==> config.mk <==
export PLATFORM = sky130hd
export DESIGN_NAME = onr_sqrt
export DESIGN_NICKNAME = d
export VERILOG_FILES = /design/src/rtl/onr_pkg.sv /design/src/rtl/onr_sqrt.sv
export SDC_FILE = /design/constraint.sdc
export NUM_CORES = 2
export LEC_CHECK = 0
export BUFFER_PORTS_ARGS = -buffer_cell sky130_fd_sc_hd__buf_2
export CORE_MARGIN = 1
export CORE_UTILIZATION = 55
export DETAILED_ROUTE_END_ITERATION = 16
export PLACE_DENSITY = 0.7
export SLEW_MARGIN = 20
export SYNTH_ARGS = -nofsm -noshare
export SYNTH_HDL_FRONTEND = slang
export SYNTH_SLANG_ARGS = --single-unit
export TNS_END_PERCENT = 5
==> constraint.sdc <==
create_clock -name clk -period 3.3 [get_ports clk]
set_input_delay 0.165 -clock clk [delete_from_list [all_inputs] [get_ports clk]]
set_output_delay 0.165 -clock clk [all_outputs]
set_load 0.005 [all_outputs]
==> src/rtl/onr_pkg.sv <==
// Shared widths, constants and types of the Oren-Nayar reflectance core.
`timescale 1ns / 1ps
package onr_pkg;

    localparam int MAG_W      = 31;
    localparam int RAD_W      = 62;
    localparam int ROOT_W     = 31;
    localparam int QUO_W      = 61;
    localparam int TB_W       = 61;
    localparam int PROD_W     = 61;
    localparam int MC_W       = 32;
    localparam int T1_W       = 32;
    localparam int T2_W       = 30;
    localparam int FAC_W      = 49;
    localparam int ALB_W      = 16;
    localparam int COEF_A_W   = 17;
    localparam int COEF_B_W   = 15;
    localparam int CFG_ADDR_W = 2;
    localparam int CFG_DATA_W = 17;
    localparam int NUM_W      = 67;
    localparam int PI2_W      = 33;
    localparam int OQ_W       = 16;

    localparam logic [CFG_ADDR_W-1:0] CFG_COEF_A = 2'd0;
    localparam logic [CFG_ADDR_W-1:0] CFG_COEF_B = 2'd1;

    localparam logic [COEF_A_W-1:0] COEF_A_RESET = 17'd65536;
    localparam logic [COEF_B_W-1:0] COEF_B_RESET = 15'd0;

    localparam logic [ROOT_W-1:0] SIN_EPS     = 31'd1074;
    localparam logic [MAG_W-1:0]  Q30_ONE     = 31'h4000_0000;
    localparam logic [RAD_W-1:0]  Q60_ONE     = 62'h1000_0000_0000_0000;
    localparam logic [TB_W-1:0]   TB_SAT      = 61'h1000_0000_0000_0000;
    localparam logic [FAC_W-1:0]  FACTOR_CAP  = 49'h1_0000_0000_0000;
    localparam logic [NUM_W-1:0]  PI_Q30      = 67'd3373259426;
    localparam logic [PI2_W-1:0]  PI2_Q30     = 33'd6746518852;
    localparam logic [NUM_W-1:0]  OVF_LIMIT   = 67'd6746518852 << 16;
    localparam logic [OQ_W-1:0]   CHAN_MAX    = 16'hFFFF;

    typedef struct packed {
        logic [ALB_W-1:0] refl_red;
        logic [ALB_W-1:0] refl_green;
        logic [ALB_W-1:0] refl_blue;
        logic             saturated;
    } res_t;

endpackage

==> src/rtl/onr_sqrt.sv <==
// Pipelined floor square root, one root bit per stage, with side data.
`timescale 1ns / 1ps
module onr_sqrt #(
    parameter int SIDE_W = 1
) (
    input  logic                        clk,
    input  logic                        rst_n,
    input  logic                        en,
    input  logic                        in_valid,
    input  logic [onr_pkg::RAD_W-1:0]   rad,
    input  logic [SIDE_W-1:0]           side_in,
    output logic                        out_valid,
    output logic [onr_pkg::ROOT_W-1:0]  root,
    output logic [SIDE_W-1:0]           side_out
);
    localparam int STAGES = onr_pkg::ROOT_W;
    localparam int REM_W  = onr_pkg::ROOT_W + 2;
    localparam int CUR_W  = REM_W + 2;

    logic                       valid_reg [STAGES];
    logic [REM_W-1:0]           rem_reg   [STAGES];
    logic [onr_pkg::ROOT_W-1:0] root_reg  [STAGES];
    logic [onr_pkg::RAD_W-1:0]  rad_reg   [STAGES];
    logic [SIDE_W-1:0]          side_reg  [STAGES];

    genvar g;
    generate
        for (g = 0; g < STAGES; g++)
        begin : g_stage
            logic                       p_valid;
            logic [REM_W-1:0]           p_rem;
            logic [onr_pkg::ROOT_W-1:0] p_root;
            logic [onr_pkg::RAD_W-1:0]  p_rad;
            logic [SIDE_W-1:0]          p_side;
            logic [CUR_W-1:0]           cur;
            logic [CUR_W-1:0]           trial;
            logic [CUR_W-1:0]           diff;
            logic                       ge;

            if (g == 0)
            begin : g_head
                assign p_valid = in_valid;
                assign p_rem   = '0;
                assign p_root  = '0;
                assign p_rad   = rad;
                assign p_side  = side_in;
            end
            else
            begin : g_body
                assign p_valid = valid_reg[g-1];
                assign p_rem   = rem_reg[g-1];
                assign p_root  = root_reg[g-1];
                assign p_rad   = rad_reg[g-1];
                assign p_side  = side_reg[g-1];
            end

            assign cur   = {p_rem, p_rad[onr_pkg::RAD_W-1 -: 2]};
            assign trial = {{(CUR_W-onr_pkg::ROOT_W-2){1'b0}}, p_root, 2'b01};
            assign ge    = cur >= trial;
            assign diff  = cur - trial;

            always_ff @(posedge clk or negedge rst_n)
            begin
                if (!rst_n)
                begin
                    valid_reg[g] <= 1'b0;
                end
                else if (en)
                begin
                    valid_reg[g] <= p_valid;
                end
            end

            always_ff @(posedge clk)
            begin
                if (en)
                begin
                    rem_reg[g]  <= ge ? diff[REM_W-1:0] : cur[REM_W-1:0];
                    root_reg[g] <= {p_root[onr_pkg::ROOT_W-2:0], ge};
                    rad_reg[g]  <= p_rad << 2;
                    side_reg[g] <= p_side;
                end
            end
        end
    endgenerate

    assign out_valid = valid_reg[STAGES-1];
    assign root      = root_reg[STAGES-1];
    assign side_out  = side_reg[STAGES-1];
endmodule

# Word-level counts from Yosys, hierarchy flattened

Memory sizes are Yosys's and may differ from the RTL's.
Cells that the tools add are included.

Magnitude comparators: 31
Add/sub/neg operators: 31
Muxes and demuxes: 33

Operators by type and width:

| cell                                                                                 | count |
|---|---|
| 35-bit by 33-bit greater-or-equal comparator with 1-bit output                       | 30 |
| 33-bit 2-to-1 mux                                                                    | 31 |
| 33-bit subtractor                                                                    | 30 |
| 2-bit by 1-bit subtractor with 3-bit output (second input constant)                  | 1 |
| 2-bit by 1-bit greater-or-equal comparator with 1-bit output (second input constant) | 1 |
| 1-bit 2-to-1 mux                                                                     | 2 |

Memories kept: 4
RAM bits: 3875
Output and inout port bits: 33
Word-level logic and storage cells: 130
Register bits after elaboration: 31
Input port bits: 67

Memories:

| name     | depth | width | rd ports | clocked after memory_dff | wr ports | line           | text |
|---|---|---|---|---|---|---|---|
| rad_reg  | 31    | 60    | 30       | 0                        | 31       | onr_sqrt.sv:23 | `logic [onr_pkg::RAD_W-1:0] rad_reg [STAGES];` |
| rem_reg  | 31    | 33    | 30       | 0                        | 31       | onr_sqrt.sv:21 | `logic [REM_W-1:0] rem_reg [STAGES];` |
| root_reg | 31    | 31    | 31       | 0                        | 31       | onr_sqrt.sv:22 | `logic [onr_pkg::ROOT_W-1:0] root_reg [STAGES];` |
| side_reg | 31    | 1     | 31       | 0                        | 31       | onr_sqrt.sv:24 | `logic [SIDE_W-1:0] side_reg [STAGES];` |

# Logic depth before layout (Yosys ltp)

An unclocked memory read counts as a cell.

Depth in word-level cells: 3
Mapped depth: 14
Mapped depth without buffers: 12

# Worst setup path before layout

No wires, ideal clock.

Path kind: flip-flop to flip-flop
Start: mem rem_reg[2][167] in the netlist's numbering
End: mem rem_reg[2][202] in the netlist's numbering (data pin)
Data arrival time: 3.112 ns
Path buffers: 1
Setup slack: -0.072 ns
Cell stages (with the launch flop): 10
Library setup time: 0.260 ns
Clock period less this slack: 3.372 ns
Required time: 3.040 ns
Cell sequence: edfxtp_1 -> ha_1 -> or3_1 -> o22ai_1 -> a21boi_0 -> a221oi_1 -> o21ai_1 -> a31oi_1 -> clkbuf_1 -> mux2_2

RTL lines:

| what        | line |
|---|---|
| from (decl) | onr_sqrt.sv:21 |

==> impl_metrics.sql <==
INSERT INTO impl_metrics (metric_group, metric, value, unit) VALUES
('status', 'outcome', 'finished, violations left', ''),
('status', 'violated_checks', 'setup timing', ''),
('clocking', 'clock_sinks', '2430', ''),
('floorplan', 'floorplan.initialDensity', '0.555', ''),
('route', 'detail_route.first_pass.iterations', '6', ''),
('floorplan', 'core', '203000', 'µm²'),
('power', 'fin_total_pwr', '89.6', 'mW'),
('synthesis', 'ys_async_sr_fraction', '0.0128', ''),
('timing', 'setup_repair_after_global_routing_missed_its_margin', 'true', ''),
('route', 'drt_drc_violations_left', '0', ''),
('route', 'drt_iter0_markers', '5118', ''),
('route', 'routed_via_density', '5.60', ''),
('worst_setup_path', 'worstPathArrival', '3910', 'ps'),
('worst_setup_path', 'path_class', 'reg -> reg', ''),
('timing', 'timing.slew.headroom', '0.444', ''),
('synthesis', 'ys_warn_count', '0', ''),
('worst_setup_path', 'worstRegToRegCells', '12', ''),
('route', 'vias', '70200', ''),
('timing', 'timing.final.crit_share', '1.00', ''),
('route', 'totalWireLength', '238000', 'µm'),
('flow_run', 'drv_cap', '0', ''),
('worst_setup_path', 'worst_setup_path_end_kind', 'register', ''),
('placed_design', 'gp_congestion', '0.911', ''),
('final_layout', 'nFillCells', '15100', ''),
('floorplan', 'die_y', '454', 'µm'),
('synthesis', 'synth_area_per_cell', '13.0', 'µm²'),
('clocking', 'cts_htree_levels', '4', ''),
('min_path', 'hp-start', 'rad[60]', ''),
('synthesis', 'synth_fp_nets', '9250', ''),
('placed_design', 'hpwlAfterDp', '172000', 'µm'),
('final_layout', 'area.growth.synth_to_final', '17.7', '%'),
('worst_setup_path', 'timing.critical_path.fanout_max', '3', ''),
('timing', 'max_clock_freq', '303', 'MHz'),
('synthesis', 'synth_cells', '8655', ''),
('clocking', 'tritoncts', 'yes', ''),
('global_route', 'grt_first_pass_wirelength', '376000', 'µm'),
('global_route', 'antenna_violations_before_repair', '1', ''),
('timing', 'count_of_pins_over_their_slew_limit', '0', ''),
('worst_setup_path', 'timing.critical_path.from_type', 'register', ''),
('placed_design', 'count_of_buffers_from_port_buffering', '99', ''),
('clocking', 'cts_made_buffers', '241', ''),
('synthesis', 'number_of_flops_mapped_to_enable_cells_by_yosys', '2399', ''),
('global_route', 'grt.overflow.total', '0', ''),
('worst_setup_path', 'worstReg2RegStart', 'rem_reg[3][66]', ''),
('route', 'postRouteAntennaNets', '0', ''),
('synthesis', 'synth-seq-cells', '2430', ''),
('worst_setup_path', 'cp-startpoint', 'rem_reg[3][66]', ''),
('worst_setup_path', 'rr_endpoint', 'rem_reg[3][129]', ''),
('global_route', 'grt_start_max_net_pins', '117', ''),
('worst_setup_path', 'ff2ff_setup_slack', '-2', 'ps'),
('floorplan', 'ios', '100', ''),
('timing', 'hold_violations', '0', ''),
('timing', 'tightest_slew', '833', 'ps'),
('synthesis', 'mappedNetlistArea', '112000', 'µm²'),
('timing', 'final_critical_path_setup_slack', '-2.49', 'ps'),
('timing', 'post_route_skew', '59.2', 'ps'),
('synthesis', 'ys_types', '86', ''),
('clocking', 'max-clock-path-buffers', '3', ''),
('min_path', 'hold_depth', '3', ''),
('worst_setup_path', 'setup.worst_path.end', 'rem_reg[3][129]', ''),
('global_route', 'grt_use_total', '0.231', ''),
('clocking', 'cts_root_buffer', 'sky130_fd_sc_hd__clkbuf_16', ''),
('floorplan', 'floorplan.die_area', '206000', 'µm²'),
('worst_setup_path', 'worst_ep_required_time', '3910', 'ps'),
('timing', 'finalWorstPathRequiredPeriod', '3300', 'ps'),
('global_route', 'grt_pass1_vias', '69900', ''),
('synthesis', 'synth_sequential_area_ratio', '0.647', ''),
('clocking', 'clkTransAtPathRegs', '60', 'ps'),
('clocking', 'worstSkewPairLatency', '880', 'ps'),
('power', 'peakVddDrop', '653', 'µV'),
('final_layout', 'largest_reg_flops', '942', ''),
('final_layout', 'nets', '10300', ''),
('final_layout', 'post_route_cells_drive_above_1_share', '0.153', ''),
('timing', 'hold_slack', '124', 'ps'),
('power', 'power_per_cell_area', '677', 'nW/µm²'),
('min_path', 'hold_class', 'in -> reg', ''),
('synthesis', 'synth_ff_type', 'sky130_fd_sc_hd__edfxtp_1', ''),
('route', 'wl_per_cell', '19.0', 'µm'),
('timing', 'setup_viol_count_final', '1', ''),
('power', 'static-leakage-power', '51.4', 'nW'),
('floorplan', 'dieWidth', '454', 'µm'),
('floorplan', 'num_rows', '165', '');
## logic make-up after synthesis
kind of cell / after synthesis / share of synthesized area
flip-flops: 2430 / 0.647
AND/OR/NAND/NOR: 2247 / 0.0993
AO/OA/AOI/OAI: 1734 / 0.0958
buffers and inverters: 839 / 0.0282
XOR/XNOR: 766 / 0.0597
adder cells (fa/ha/maj): 528 / 0.0587
multiplexers: 110 / 0.0108
other: 1 / 0.0000333
## synthesized netlist by cell type (all sizes together), types with 12 or more instances
library cell,instances,share of area
o31a,17,0.0013
a21boi,22,0.0015
or3,113,0.0063
nand4,98,0.0055
mux2i,23,0.0020
o21bai,49,0.0033
xnor2,404,0.031
and3,53,0.0029
a2111oi,16,0.0012
nand3b,19,0.0013
a221oi,13,0.0010
edfxtp,2399,0.64
nor3b,13,0.00087
or4,70,0.0048
buf,20,0.00085
a31o,13,0.0010
o211ai,33,0.0022
inv,657,0.022
a21o,205,0.014
nand2,605,0.020
clkbuf,162,0.0054
nor3,208,0.0094
dfrtp,31,0.0069
nand2b,111,0.0062
o22ai,13,0.00072
o21ai,499,0.022
a311oi,12,0.00093
a31oi,44,0.0024
nor2,498,0.017
a211oi,58,0.0039
and2,26,0.0014
nand3,155,0.0069
a21oi,484,0.022
xor2,362,0.028
o211a,12,0.0011
mux2,87,0.0087
ha,528,0.059
o21a,97,0.0065
nor4b,13,0.0010
or2,37,0.0021
o31ai,52,0.0035
nor4,110,0.0063
nor2b,76,0.0042
## stage by stage
step                      cell area [µm²]  worst slack [ps]  setup TNS, ps  utilization  std cells
after global routing               132000              -131          -1670        0.653      12600
after global placement             121000              -453         -11670        0.599      11900
after detailed placement           121000              -451         -13760        0.599      11900
after CTS                          131000             -67.1           -138        0.649      12500
final                              132000             -2.49          -2.49        0.653      12600
after floorplan                    112000             -56.8           -690            -       8655
## repair_timing
action / in CTS / in global routing
cloned: 2 / 0
buffers inserted: 2 / 9
setup endpoints to repair: 146 / 406
pin swaps: 6 / 36
hold endpoints to repair: 142 / 0
resized for setup: 51 / 167
hold buffers: 131 / 0
## cell type report
class                      count  area [µm²]  share of cell area
sequential                  2430       72800               0.550
multi-input combinational   5388       37600               0.284
timing repair buffer         941        7660              0.0579
clock buffer                 281        6200              0.0469
tap                         2672        3340              0.0253
inverter                     657        2470              0.0186
clock inverter               180        2270              0.0172
antenna                        1        2.50           0.0000189
## layout by cell type, fill, tap and decap left out, types with 46 or more instances in the layout
cell type and n:
sky130_fd_sc_hd__or4_1 60, sky130_fd_sc_hd__o31ai_1 46, sky130_fd_sc_hd__buf_4 669, sky130_fd_sc_hd__xor2_1 362
sky130_fd_sc_hd__a211oi_1 47, sky130_fd_sc_hd__nand4_1 98, sky130_fd_sc_hd__inv_1 655, sky130_fd_sc_hd__mux2_2 87
sky130_fd_sc_hd__edfxtp_1 2399, sky130_fd_sc_hd__or3_1 110, sky130_fd_sc_hd__and3_1 50, sky130_fd_sc_hd__nand3_1 152
sky130_fd_sc_hd__clkbuf_16 241, sky130_fd_sc_hd__clkinv_1 49, sky130_fd_sc_hd__o21a_1 97, sky130_fd_sc_hd__xnor2_1 404
sky130_fd_sc_hd__nor2_1 495, sky130_fd_sc_hd__nand2_1 603, sky130_fd_sc_hd__buf_2 98, sky130_fd_sc_hd__o21ai_0 466
sky130_fd_sc_hd__nor4_1 92, sky130_fd_sc_hd__o21bai_1 48, sky130_fd_sc_hd__a21o_1 205, sky130_fd_sc_hd__dlygate4sd3_1 130
sky130_fd_sc_hd__ha_1 516, sky130_fd_sc_hd__nor3_1 189, sky130_fd_sc_hd__a21oi_1 471, sky130_fd_sc_hd__nor2b_1 72
sky130_fd_sc_hd__clkinv_2 50, sky130_fd_sc_hd__nand2b_1 111
## report_power, final
part	internal, mW	total, mW	switching (mW)
sequential	38.9	41.5	2.65
combinational	8.71	19.4	10.6
clock	16.8	28.7	11.9
total	64.4	89.6	25.2
## how the worst min path moves through the flow
| stage | end |
|---|---|
| final | rem_reg[0][0] |
| after global routing | rem_reg[0][0] |
| after CTS | rem_reg[0][0] |
| after detailed placement | g_stage[28].p_valid |
| after global placement | g_stage[28].p_valid |
| after floorplan | g_stage[10].p_valid |
## routing by layer
layer | vias to the layer above | part of all wire | routed length (µm) | global-route usage
li1 | 34200 | - | - | -
met1 | 33900 | 0.42 | 101000 | 0.295
met2 | 1623 | 0.50 | 119000 | 0.399
met3 | 524 | 0.040 | 9610 | 0.0297
met4 | 0 | 0.039 | 9340 | 0.0916
met5 | - | 0 | 0 | 0
## worst max-delay path, stage by stage, from the launching register on
cell and delay (ps):
sky130_fd_sc_hd__edfxtp_1 390, sky130_fd_sc_hd__ha_1 320, sky130_fd_sc_hd__buf_4 150, sky130_fd_sc_hd__nor2b_1 140, sky130_fd_sc_hd__o31a_1 260, sky130_fd_sc_hd__o211a_1 240
sky130_fd_sc_hd__or3_1 410, sky130_fd_sc_hd__a311o_1 410, sky130_fd_sc_hd__o21ai_1 160, sky130_fd_sc_hd__buf_4 140, sky130_fd_sc_hd__o21ai_0 110, sky130_fd_sc_hd__xnor2_1 170
sky130_fd_sc_hd__and2_1 150
No activity file was read; power rests on OpenSTA's default activity.
