<file path="src/rtl/onr_pkg.sv">
// Shared widths, constants and types of the Oren-Nayar reflectance core.
`timescale 1ns / 1ps
package onr_pkg;

    localparam int MAG_W      = 31;
    localparam int RAD_W      = 62;
    localparam int ROOT_W     = 31;
    localparam int QUO_W      = 61;
    localparam int TB_W       = 61;
    localparam int PROD_W     = 61;
    localparam int MC_W       = 32;
    localparam int T1_W       = 32;
    localparam int T2_W       = 30;
    localparam int FAC_W      = 49;
    localparam int ALB_W      = 16;
    localparam int COEF_A_W   = 17;
    localparam int COEF_B_W   = 15;
    localparam int CFG_ADDR_W = 2;
    localparam int CFG_DATA_W = 17;
    localparam int NUM_W      = 67;
    localparam int PI2_W      = 33;
    localparam int OQ_W       = 16;

    localparam logic [CFG_ADDR_W-1:0] CFG_COEF_A = 2'd0;
    localparam logic [CFG_ADDR_W-1:0] CFG_COEF_B = 2'd1;

    localparam logic [COEF_A_W-1:0] COEF_A_RESET = 17'd65536;
    localparam logic [COEF_B_W-1:0] COEF_B_RESET = 15'd0;

    localparam logic [ROOT_W-1:0] SIN_EPS     = 31'd1074;
    localparam logic [MAG_W-1:0]  Q30_ONE     = 31'h4000_0000;
    localparam logic [RAD_W-1:0]  Q60_ONE     = 62'h1000_0000_0000_0000;
    localparam logic [TB_W-1:0]   TB_SAT      = 61'h1000_0000_0000_0000;
    localparam logic [FAC_W-1:0]  FACTOR_CAP  = 49'h1_0000_0000_0000;
    localparam logic [NUM_W-1:0]  PI_Q30      = 67'd3373259426;
    localparam logic [PI2_W-1:0]  PI2_Q30     = 33'd6746518852;
    localparam logic [NUM_W-1:0]  OVF_LIMIT   = 67'd6746518852 << 16;
    localparam logic [OQ_W-1:0]   CHAN_MAX    = 16'hFFFF;

    typedef struct packed {
        logic [ALB_W-1:0] refl_red;
        logic [ALB_W-1:0] refl_green;
        logic [ALB_W-1:0] refl_blue;
        logic             saturated;
    } res_t;

endpackage

</file>
<file path="src/rtl/onr_obuf.sv">
// Two-entry output queue that decouples the result channel from the pipeline.
`timescale 1ns / 1ps
module onr_obuf (
    input  logic          clk,
    input  logic          rst_n,
    input  logic          push,
    input  onr_pkg::res_t push_data,
    input  logic          pop_ready,
    output logic          out_valid,
    output onr_pkg::res_t out_data,
    output logic          full
);
    onr_pkg::res_t mem_reg [2];
    logic          wr_ptr_reg;
    logic          rd_ptr_reg;
    logic [1:0]    count_reg;
    logic [1:0]    count_next;
    logic          pop;

    assign out_valid = count_reg != 2'd0;
    assign full      = count_reg == 2'd2;
    assign out_data  = mem_reg[rd_ptr_reg];
    assign pop       = out_valid && pop_ready;

    always_comb
    begin
        count_next = count_reg;
        if (push && !pop)
        begin
            count_next = count_reg + 2'd1;
        end
        else if (pop && !push)
        begin
            count_next = count_reg - 2'd1;
        end
    end

    always_ff @(posedge clk or negedge rst_n)
    begin
        if (!rst_n)
        begin
            wr_ptr_reg <= 1'b0;
            rd_ptr_reg <= 1'b0;
            count_reg  <= 2'd0;
        end
        else
        begin
            count_reg <= count_next;
            if (push)
            begin
                wr_ptr_reg <= ~wr_ptr_reg;
            end
            if (pop)
            begin
                rd_ptr_reg <= ~rd_ptr_reg;
            end
        end
    end

    always_ff @(posedge clk)
    begin
        if (push)
        begin
            mem_reg[wr_ptr_reg] <= push_data;
        end
    end
endmodule

</file>
<file path="config.mk">
export PLATFORM = sky130hd
export DESIGN_NAME = onr_obuf
export DESIGN_NICKNAME = d
export VERILOG_FILES = /design/src/rtl/onr_pkg.sv /design/src/rtl/onr_obuf.sv
export SDC_FILE = /design/constraint.sdc
export NUM_CORES = 1
export LEC_CHECK = 0
export ABC_AREA = 0
export BUFFER_PORTS_ARGS = -buffer_cell sky130_fd_sc_hd__buf_2
export CAP_MARGIN = 10
export CORE_UTILIZATION = 28
export DETAILED_ROUTE_END_ITERATION = 10
export PLACE_DENSITY = 0.57
export SYNTH_ARGS = -nofsm -noshare
export SYNTH_HDL_FRONTEND = slang
export SYNTH_SLANG_ARGS = --single-unit
</file>
<file path="constraint.sdc">
create_clock -name clk -period 4.1 [get_ports clk]
set_input_delay 0.82 -clock clk [delete_from_list [all_inputs] [get_ports clk]]
set_output_delay 0.82 -clock clk [all_outputs]
set_load 0.01 [all_outputs]
</file>
== After elaboration in Yosys (flattened, before gate mapping) ==
Memories as Yosys holds them, arrays and structs flattened.
Cells that the tools add are included.

* $add $sub $neg: 2
* Eq/ne operators: 1
* Multiplexer cells: 4
* Bitwise logic cells: 2
* Reduce and logical (&&, ||, !) cells: 7

{| class="wikitable"
|+ Operators by type and width
! cell !! number
|-
| 2-to-1 mux 2 bit || 2
|-
| nonzero test 2 bit || 2
|-
| logical AND 1 bit || 3
|-
| adder 2 x 1 -> 2 bit (second input constant) || 1
|-
| == test 2 bit (second input constant) || 1
|-
| zero test 1 bit || 2
|-
| 2-to-1 mux 1 bit || 2
|-
| NOT 1 bit || 2
|-
| subtractor 2 x 1 -> 2 bit (second input constant) || 1
|}

* Bits in registers: 4
* RAM bits: 98
* Bits of input ports: 53
* Word-level logic and storage cells: 20
* Memories kept: 1

{| class="wikitable"
|+ Memories
! memory !! words !! width !! rd ports !! clocked after Yosys merged registers in !! wr ports !! RTL line !! source
|-
| mem_reg || 2 || 49 || 1 || 0 || 1 || onr_obuf.sv:13 || <nowiki>onr_pkg::res_t mem_reg [2];</nowiki>
|}

== Logic depth before layout (Yosys ltp) ==
Gate-level depths: netlist of run 1.

* Word-level depth: 5
* Gate-level depth with buffers: 6
* Depth with buffers taken out: 6

== Worst setup path before layout of run 1 ==
No wires, ideal clock.

* Path kind: input to register
* Start point: input push
* End point: memory mem_reg[0][0] (netlist name) (enable)
* Library setup time: 462 ps
* Data arrival time: 2,994 ps
* Required time: 3,638 ps
* Setup slack: 645 ps
* Cell stages on the path: 1
* Buffers on the path: 0
* Path through: nor2b_1

* Longest elaborated chain between the ends: 2

{| class="wikitable"
|+ Ends and longest elaborated chain
! item !! RTL line !! source
|-
| start, declared || onr_obuf.sv:6 || <nowiki>input logic push,</nowiki>
|-
| 2-to-1 mux 1 bit || onr_obuf.sv:62 || <nowiki>if (push)</nowiki>
|-
| 2-to-1 mux 1 bit (not written as such) || onr_obuf.sv:64 || <nowiki>mem_reg[wr_ptr_reg] <= push_data;</nowiki>
|-
| end, declared || onr_obuf.sv:13 ||
|}

No other way between the ends.

==> impl_metrics.csv, run 1 <==
group,metric,value,unit
status,status,"finished, final reports clean",
route,first_iter_violations,66,
worst_setup_path,crit_arrival,1.94,ns
route,m1WireLength,2750,microns
worst_setup_path,rrSetupSlack,2.23,ns
global_routing,grt_pass1_wl,9410,microns
route,vias,1872,
synth,synth_top_family_by_area,"multiplexers",
global_routing,grt_max_degree,51,
synth,synthMuxAreaShare,18.5,%
floorplan,io_pins,104,
layout,largest_reg_flops,98,
sta,timing.final.crit_period,2.76,ns
clock_tree,post_cts_buffers,0,
route,routed.top_layer,"met4",
synth,yosysWarnings,0,
worst_hold_path,min_path_type,"in -> async",
worst_setup_path,reg2reg_depth,2,
synth,yosysTopAreaCellShare,74.0,%
sta,hold_viol_final,0,
sta,drv_slew,0,
clock_tree,ctsLongestPathBuffers,2,
layout,final_layout_size_suffix_gt1_share,60.0,%
global_routing,grt_usage,9.07,%
clock_tree,insertion_delay,0.33,ns
synth,synth_nets,223,
floorplan,core,13900,sq um
route,drtAntennaViolNets,0,
run,max-cap-violations,0,
synth,synthCells,169,
clock_tree,cts.repair.resized,0,
layout,syn_to_final_growth,24.1,%
synth,synthAdderAreaFrac,0.314,%
global_routing,gr-total-overflow,0,
synth,synth-seq-area-share,76.5,%
layout,diodes,0,
synth,synth_top_cell_by_area,"edfxtp_1",
route,route.met2.wl,3150,microns
clock_tree,cts_hold_buf,0,
synth,synth-compound-area-share,0,%
floorplan,row_count,43,
route,vias_per_cell,4.03,
sta,fin_worst_skew,0.00438,ns
sta,tns,0,ns
sta,tightest_slew,0.964,ns
floorplan,die_area,14700,sq um
worst_setup_path,crit_fanout,50,
sta,period_share,67.4,%
global_routing,grt_pass1_vias,1819,
sta,grt_setup_unrepaired,"false",
synth,syn_avg_cell_area,23.5,sq um
worst_setup_path,end_kind,"primary output",
global_routing,antenna_found_initial,0,
synth,synthXorXnorAreaFrac,1.10,%
sta,setup_viol,0,
route,first_pass_iters,4,
sta,slew_headroom,35.7,%
power_and_ir_drop,pwr_density_cell,677,nW/um^2
clock_tree,cts_root_buf,"clkbuf_16",
layout,fin_area,4940,sq um
sta,max_freq,362,MHz
floorplan,initial_utilization,28.7,%
floorplan,die_h,121,microns
power_and_ir_drop,p_leak,1.98,nW
route,wl_per_cell,13.8,microns
route,route.detailed.drc,0,
place,placed_area,4640,sq um
worst_setup_path,worstSetupStartpointType,"flop",
layout,final_cells,465,
synth,synth-seq-cells,102,
clock_tree,numClockSinks,102,
clock_tree,cts_tree,"done",
worst_setup_path,worstPathRequired,3.28,ns
place,dpl.cell_count,449,
route,wirelength,6420,microns
synth,synth_area,3980,sq um
layout,finalNetCount,334,
worst_setup_path,r2r-start,"wr_ptr_reg$_DFFE_PN0P_",
floorplan,die_w,121,microns
route,dr_wl_met3,415,microns
clock_tree,clkSlewWorstSetupHoldPaths,0.06,ns
sta,hold-worst-slack,0.280,ns
power_and_ir_drop,peakVddDrop,0.480,mV
place,gp_congestion,0.661,
synth,synth_cell_types,13,
place,port_buffers,103,
clock_tree,cts_made_buffers,9,
worst_setup_path,critical_path_class,"reg -> out",
synth,synth.area.top_cells,"edfxtp_1 74%, mux2_4 18%, buf_12 2.5%, dfrtp_1 2.5%, xor2_1 0.66%",
synth,synthSimpleGateAreaFrac,0.818,%
worst_setup_path,rr_endpoint,"mem_reg[1][2]$_DFFE_PP_",
layout,final_util,35.6,%
clock_tree,htree_num_levels,3,
## power by group
part           switching [mW]  internal, mW  total [mW]
Combinational           0.385         0.554       0.939
Clock                   0.331         0.490       0.822
Sequential              0.193          1.39        1.58
## cells by family after synthesis
kind of cell / count (synthesis)
DFF: 102
muxes: 49
buffers and inverters: 6
and+or+nand+nor: 6
xor gates and xnor gates: 5
adders and majority gates: 1
## worst max path at each step
stage	start	to	slack (ns)	depth (start not counted)
floorplan	push	mem_reg[0][0]$_DFFE_PP_	0.64	1
global placement	push	mem_reg[0][46]$_DFFE_PP_	1.63	3
detailed placement	push	mem_reg[0][46]$_DFFE_PP_	1.62	3
CTS	rd_ptr_reg$_DFFE_PN0P_	out_data[39]	1.28	2
global route	rd_ptr_reg$_DFFE_PN0P_	out_data[25]	1.24	2
finish	rd_ptr_reg$_DFFE_PN0P_	out_data[25]	1.34	2
## critical path, stage by stage, from the launching register on
cell and delay, ns:
dfrtp_4 1.06, mux2_4 0.36, buf_2 0.14
## layout make-up
type	instances	area (sq um)
clock buffer	13	250
clock inverter	3	43.8
fill	1341	8940
multi-input combinational	61	833
sequential	102	3050
tap	180	225
timing repair buffer	106	538
## cells in the mapped netlist, drive strengths merged
| library cell | count |
|---|---|
| and2 | 1 |
| buf | 6 |
| dfrtp | 4 |
| edfxtp | 98 |
| ha | 1 |
| mux2 | 49 |
| nand2 | 1 |
| nor2 | 1 |
| nor2b | 2 |
| or2 | 1 |
| xnor2 | 2 |
| xor2 | 3 |
## routing by layer
metal	vias to the layer above	GRT usage, %
li1	880	-
met1	922	10.5
met2	64	14.6
met3	6	3.52
met4	0	4.40
met5	-	0
## layout by cell type (no fill, tap or decap)
master	instances
buf_2	103
edfxtp_1	98
mux2_4	49
clkbuf_16	9
xor2_1	3
clkbuf_1	3
dfrtp_1	3
buf_4	3
xnor2_1	2
or2_1	1
nand2_1	1
and2_2	1
nor2b_1	1
nor2b_4	1
nor2_1	1
ha_1	1
clkinv_4	1
bufinv_16	1
clkbuf_8	1
clkinv_2	1
dfrtp_4	1
## metrics by stage
stage	total power, mW	setup WS (ns)
global placement	2.56	1.63
CTS	3.41	1.28
detailed placement	2.58	1.62
floorplan	2.32	0.645
finish	3.34	1.34
global route	3.51	1.24
No activity file was read; power rests on OpenSTA's default activity.
==> run 2: changes to the inputs <==
- ABC_AREA: 0 -> 1
- PLACE_DENSITY: 0.57 -> 0.59
- clock period: 4.1 -> 2.48 ns (I/O delays scaled with it)
==> run 2 against run 1 <==
  * First-iteration DRC count up 80%
  * Sequential power is 54% higher
  * Synthesized cell count increased by 68%
  * Critical path type unchanged
==> impl_metrics.csv, run 2 <==
group,metric,value,unit
floorplan,row_count,42,
worst_hold_path,whs_endpoint,"mem_reg[1][31]$_DFFE_PP_",
power_and_ir_drop,peakVddDrop,0.450,mV
worst_setup_path,critical_path.top_delay_family,"flip-flops",
clock_tree,cts_made_buffers,9,
synth,synthSimpleGateAreaFrac,16.1,%
sta,timing.final.crit_period,2.04,ns
sta,slew_headroom,76.0,%
layout,multi_input_area,654,sq um
clock_tree,post_cts_buffers,0,
floorplan,core,13300,sq um
power_and_ir_drop,p_int,3.55,mW
layout,finalNetCount,446,
worst_setup_path,crit_fanout,20,
route,route.detailed.drc,0,
synth,yosysTopAreaCellShare,76.8,%
clock_tree,clkSlewWorstSetupHoldPaths,0.07,ns
synth,synth_cell_types,17,
status,status,"finished, final reports clean",
worst_setup_path,worstSetupStartpointType,"flop",
worst_setup_path,crit_arrival,1.54,ns
layout,layout_commonest_cell,"nand2_1",
synth,synth_nets,338,
synth,synth_area,3830,sq um
global_routing,gr-total-overflow,0,
worst_setup_path,critical_path_class,"reg -> out",
sta,period_share,82.2,%
synth,synth-seq-area-share,79.4,%
synth,synth-seq-cells,102,
sta,finalWorstSetupSlack,0.440,ns
place,place_worst_setup_slack,0.774,ns
clock_tree,insertion_delay,0.34,ns
power_and_ir_drop,p_leak,2.06,nW
route,drtAntennaViolNets,0,
power_and_ir_drop,clockPowerShare,23.2,%
power_and_ir_drop,pwr_density_cell,1110,nW/um^2
place,dp_hpwl,4640,microns
synth,async_flop_share,3.92,%
clock_tree,cts.repair.resized,0,
floorplan,io_pins,104,
synth,synthCells,284,
worst_hold_path,worstHoldStart,"push_data[31]",
synth,syn_avg_cell_area,13.5,sq um
layout,largest_reg_flops,98,
power_and_ir_drop,power_switching,1.79,mW
synth,synthXorXnorAreaFrac,0.457,%
clock_tree,htree_num_levels,3,
place,port_buffers,103,
sta,fin_worst_skew,0.00443,ns
worst_setup_path,worstPathRequired,1.98,ns
layout,fillers,1306,
floorplan,die_area,14200,sq um
worst_setup_path,cp_common_cell,"nand2_1",
floorplan,initial_utilization,28.8,%
worst_setup_path,rr_endpoint,"count_reg[1]$_DFFE_PN0P_",
synth,yosys.cell_count.top_type,"nand2_1",
floorplan,die_w,119,microns
sta,tightest_slew,0.360,ns
synth,synthAdderAreaFrac,0.326,%
worst_setup_path,path_buf_inv,2,
synth,ys.flop_type,"edfxtp_1",
global_routing,antenna_found_initial,0,
worst_setup_path,end_kind,"primary output",
power_and_ir_drop,swShare,33.5,%
sta,hold-worst-slack,0.341,ns
layout,diodes,0,
worst_setup_path,rrSetupSlack,1.18,ns
power_and_ir_drop,pwr-share-comb,31.3,%
route,wirelength,7310,microns
synth,synth-compound-area-share,0,%
synth,synth_edf_count,98,
synth,synth_common_cells,"155 x nand2_1, 98 x edfxtp_1, 5 x buf_4, 5 x buf_6, 5 x inv_1",
sta,grt_setup_unrepaired,"false",
sta,drv_slew,0,
place,gp_congestion,0.650,
global_routing,grt_usage,10.9,%
worst_setup_path,crit_chain,"buf_4 > nand2_1 > nand2_1 > buf_2",
worst_hold_path,holdPathStages,1,
route,wl_per_cell,12.8,microns
sta,max_freq,490,MHz
worst_setup_path,cpPeakStageDelay,0.59,ns
layout,syn_to_final_growth,25.1,%
layout,seq_area,3040,sq um
route,vias_per_cell,4.09,
route,first_iter_violations,119,
floorplan,die_h,119,microns
clock_tree,cts_root_buf,"clkbuf_16",
global_routing,grt_max_degree,51,
synth,synth.area.top_cells,"edfxtp_1 77%, nand2_1 15%, dfrtp_1 2.6%, buf_6 1.5%, buf_4 0.98%",
worst_setup_path,r2r-start,"count_reg[0]$_DFFE_PN0P_",
sta,hold_viol_final,0,
layout,final_layout_size_suffix_gt1_share,32.2,%
worst_hold_path,min_path_type,"in -> reg",
power_and_ir_drop,seq_power_share,45.5,%
global_routing,grt_pass1_vias,2378,
global_routing,grt_pass1_wl,11400,microns
synth,synth_top_cell_by_area,"edfxtp_1",
worst_setup_path,crit_slowest_cell,"dfrtp_2",
worst_setup_path,reg2reg_depth,8,
clock_tree,ctsLongestPathBuffers,2,
synth,synthMuxAreaShare,0,%
clock_tree,cts_tree,"done",
sta,setup_viol,0,
layout,final_cell_mix,"155 x nand2_1, 103 x buf_2, 98 x edfxtp_1",
run,max-cap-violations,0,
route,vias,2341,
clock_tree,numClockSinks,102,
route,first_pass_iters,4,
synth,yosysWarnings,0,
synth,synth_top_family_by_area,"simple AND/OR/NAND/NOR gates",
sta,tns,0,ns
## run 2: cell types whose count changed after synthesis, sizes merged, moves of 2 or more
cell	before	now
inv	0	7
nor2b	2	0
mux2	49	0
nand2	1	156
buf	6	11
nand3	0	2
xor2	3	1
## run 2: layout make-up
| type | count | area share (%) |
|---|---|---|
| Sequential cell | 102 | 63.5 |
| Timing Repair Buffer | 108 | 12.1 |
| Tap cell | 176 | 4.59 |
| Clock buffer | 11 | 4.86 |
| Clock inverter | 5 | 0.574 |
| Multi-Input combinational cell | 164 | 13.7 |
| Inverter | 7 | 0.705 |
## run 2: worst max-delay path by stage
stage	start	to	slack, ns	cells past startpoint
finish	rd_ptr_reg$_DFFE_PN0P_	out_data[20]	0.44	4
global route	rd_ptr_reg$_DFFE_PN0P_	out_data[38]	0.31	4
CTS	rd_ptr_reg$_DFFE_PN0P_	out_data[27]	0.39	4
detailed placement	rd_ptr_reg$_DFFE_PN0P_	out_data[27]	0.77	4
global placement	rd_ptr_reg$_DFFE_PN0P_	out_data[38]	0.80	4
floorplan	push	mem_reg[0][0]$_DFFE_PP_	0.27	2
## run 2: power groups by stage
stage,combinational (mW),sequential (mW),clock (mW)
after floorplan,1.15,2.41,0
after global placement,1.70,2.45,0
after detailed placement,1.71,2.47,0
final,1.67,2.43,1.24
after CTS,1.72,2.43,1.28
after global routing,1.88,2.46,1.34
## run 2: kinds of logic (layout without fill, tap and decap cells)
| group | count (synthesis) | count (layout) |
|---|---|---|
| fa+ha+maj | 1 | 1 |
| xor+xnor | 2 | 2 |
| flops | 102 | 102 |
| buf+inv | 18 | 131 |
| simple gates | 161 | 161 |
## run 2: per-stage QoR
stage                     utilization, %  instance area [sq um]  std cells  power (mW)
after floorplan                        -                   3830        284        3.56
after global placement              34.0                   4520        556        4.15
after detailed placement            34.0                   4520        556        4.18
after CTS                           36.1                   4790        573        5.43
after global routing                36.1                   4790        573        5.68
final                               36.1                   4790        573        5.33
## run 2: worst reg2reg max path: stages (launching register included)
cell and delay, ns:
dfrtp_1 0.42, inv_2 0.06, nand2_2 0.08, nand2_1 0.07, ha_1 0.30, inv_1 0.08
nand3_1 0.08, nand2_1 0.06, nand2_1 0.05
## run 2: per-layer routing
metal	GRT usage, %	vias up	routed length [microns]
met5	0	-	0
met4	3.32	0	78
met3	5.03	7	520
met2	19.0	73	3610
li1	-	1162	-
met1	11.5	1099	3110
## run 2: what timing repair did
item                       CTS  global route
hold buffers                 1             0
setup endpoints to repair    0             0
hold endpoints to repair     4             0
==> run 3: changes to the inputs <==
- ABC_AREA: 1 -> 0
- PLACE_DENSITY: 0.59 -> 0.57
- clock period: 2.48 -> 1.9 ns (I/O delays scaled with it)
==> run 3 against run 2 <==
  * Clock skew increased by 0.0028 ns
  * Total power rose by 43%
  * Sequential power increased by 29%
  * Clock power grew 55%
  * Die area grew 3.8%
  * Hold slack got worse by 0.12 ns
  * Routed wire length down 7.8%
  * Combinational power grew 54%
  * Worst setup slack worse by 0.42 ns
  * Global-route usage fell by 0.98 points
  * Count of clock-buffer cells in the layout fell by 1
  * Largest cell class unchanged
==> impl_metrics.csv, run 3 (synthesized netlist as in run 1, its figures left out) <==
group,metric,value,unit
sta,grt_setup_unrepaired,"true",
global_routing,grt_pass1_vias,1969,
layout,final_cell_mix,"98 x edfxtp_1, 91 x buf_2, 49 x mux2_4",
worst_setup_path,cpPeakStageDelay,0.51,ns
worst_hold_path,min_path_type,"in -> reg",
power_and_ir_drop,p_leak,2.04,nW
global_routing,gr-total-overflow,0,
worst_setup_path,worstSetupStartpointType,"flop",
layout,final_cells,470,
layout,syn_to_final_growth,28.7,%
global_routing,antenna_found_initial,0,
floorplan,core,13900,sq um
layout,layout_commonest_cell,"edfxtp_1",
route,vias_per_cell,4.02,
route,first_pass_iters,3,
clock_tree,numClockSinks,102,
worst_setup_path,crit_fanout,19,
global_routing,gr-usage-met1,12.0,%
global_routing,met3_usage,3.20,%
route,vias,1891,
place,gp_congestion,0.642,
route,first_iter_violations,63,
sta,tightest_slew,0.236,ns
clock_tree,cts_tree,"done",
place,port_buffers,103,
sta,slew_headroom,84.3,%
route,wirelength,6740,microns
layout,finalNetCount,339,
sta,fin_worst_skew,0.00724,ns
layout,final_layout_size_suffix_gt1_share,60.7,%
place,dpl.cell_count,453,
sta,drv_slew,0,
sta,period_share,99.0,%
place,dp_hpwl,4520,microns
floorplan,row_count,43,
worst_setup_path,crit_chain,"buf_8 > mux2_4 > buf_2",
sta,timing.final.crit_period,1.88,ns
route,drtAntennaViolNets,0,
clock_tree,insertion_delay,0.34,ns
layout,seq_area,3050,sq um
clock_tree,clkSlewWorstSetupHoldPaths,0.07,ns
status,status,"finished, final reports clean",
floorplan,die_w,121,microns
worst_setup_path,critical_path_class,"reg -> out",
power_and_ir_drop,total_power,7.64,mW
clock_tree,cts_made_buffers,9,
clock_tree,cts_root_buf,"clkbuf_16",
clock_tree,post_cts_buffers,0,
worst_setup_path,end_kind,"primary output",
sta,max_freq,532,MHz
global_routing,grt_pass1_wl,10400,microns
global_routing,grt_max_degree,34,
worst_setup_path,crit_arrival,1.50,ns
clock_tree,ctsLongestPathBuffers,2,
worst_setup_path,crit_slowest_cell,"dfrtp_4",
layout,diodes,0,
layout,largest_reg_flops,98,
floorplan,initial_utilization,28.7,%
global_routing,use_met2,15.1,%
sta,setup_viol,0,
floorplan,die_h,121,microns
route,wl_per_cell,14.3,microns
sta,hold_viol_final,0,
power_and_ir_drop,peakVddDrop,0.721,mV
floorplan,io_pins,104,
worst_setup_path,worstPathRequired,1.52,ns
route,route.detailed.drc,0,
layout,multi_input_area,833,sq um
run,max-cap-violations,0,
global_routing,grt_usage,9.87,%
global_routing,busiest_layer,"met2",
power_and_ir_drop,pwr_density_cell,1490,nW/um^2
layout,fillers,1333,
clock_tree,htree_num_levels,3,
floorplan,die_area,14700,sq um
==> run 3: cell types whose count changed in the layout (fill, tap and decap cells not counted), moves of 2 or more <==
cell and change:
inv_1 -4, clkinv_2 -4, buf_2 -12, inv_2 -2, clkinvlp_4 +2, nand2_1 -154
xor2_1 +2, mux2_4 +49, buf_6 +13, bufinv_16 +2
==> run 3: final timing paths <==
check | end | slack, ns | cells past startpoint | from
worst max-delay path | out_data[25] | 0.02 | 3 | rd_ptr_reg$_DFFE_PN0P_
worst min-delay path | mem_reg[1][39]$_DFFE_PP_ | 0.22 | 1 | push_data[39]
worst max register to register | count_reg[1]$_DFFE_PN0P_ | 0.45 | 5 | count_reg[0]$_DFFE_PN0P_
worst min register to register | count_reg[1]$_DFFE_PN0P_ | 0.50 | 1 | count_reg[1]$_DFFE_PN0P_
max in group asynchronous | rd_ptr_reg$_DFFE_PN0P_ | 1.36 | 2 | rst_n
min in group asynchronous | wr_ptr_reg$_DFFE_PN0P_ | 0.39 | 2 | rst_n
==> run 3: metrics by stage <==
step	setup WS (ns)	TNS, ns	util (%)	hold WS (ns)	area (sq um)
after floorplan	0.326	0	-	0.0844	3990
after global placement	0.295	0	33.9	0.207	4710
after detailed placement	0.274	0	33.9	0.204	4710
after CTS	-0.00563	-0.0279	36.4	0.199	5050
after global routing	-0.0219	-0.439	36.9	0.203	5120
final	0.0186	0	36.9	0.219	5120
==> run 3: report_power, final <==
| group | switching (mW) | total [mW] | internal (mW) | leakage [nW] |
|---|---|---|---|---|
| Sequential | 0.143 | 3.14 | 3.00 | 0.966 |
| Clock | 0.773 | 1.92 | 1.15 | 0.142 |
| Combinational | 1.16 | 2.58 | 1.41 | 0.933 |
==> run 3: timing repair <==
action	CTS	global route
hold buffers	1	0
endpoints found under the hold margin	4	0
gates resized for setup	4	11
pin swaps	0	0
endpoints found under the setup margin	31	46
gates cloned	0	0
==> run 3: area by class of cell <==
cell class | count | area share (%)
Clock inverter | 6 | 1.69
Clock buffer | 10 | 4.47
Multi-Input combinational cell | 61 | 16.3
Timing Repair Buffer | 111 | 13.7
Tap cell | 180 | 4.40
Sequential cell | 102 | 59.5
==> run 3: critical path: cells and delay by family (launching register included) <==
kind     cells  cell delay, ns
buf+inv      2            0.33
flops        1            0.51
mux          1            0.31
==> run 3: routing by layer <==
layer | part of all wire, % | wire length [microns]
met1 | 45 | 3010
met2 | 46 | 3100
met3 | 6.9 | 467
met4 | 2.4 | 163
met5 | 0 | 0
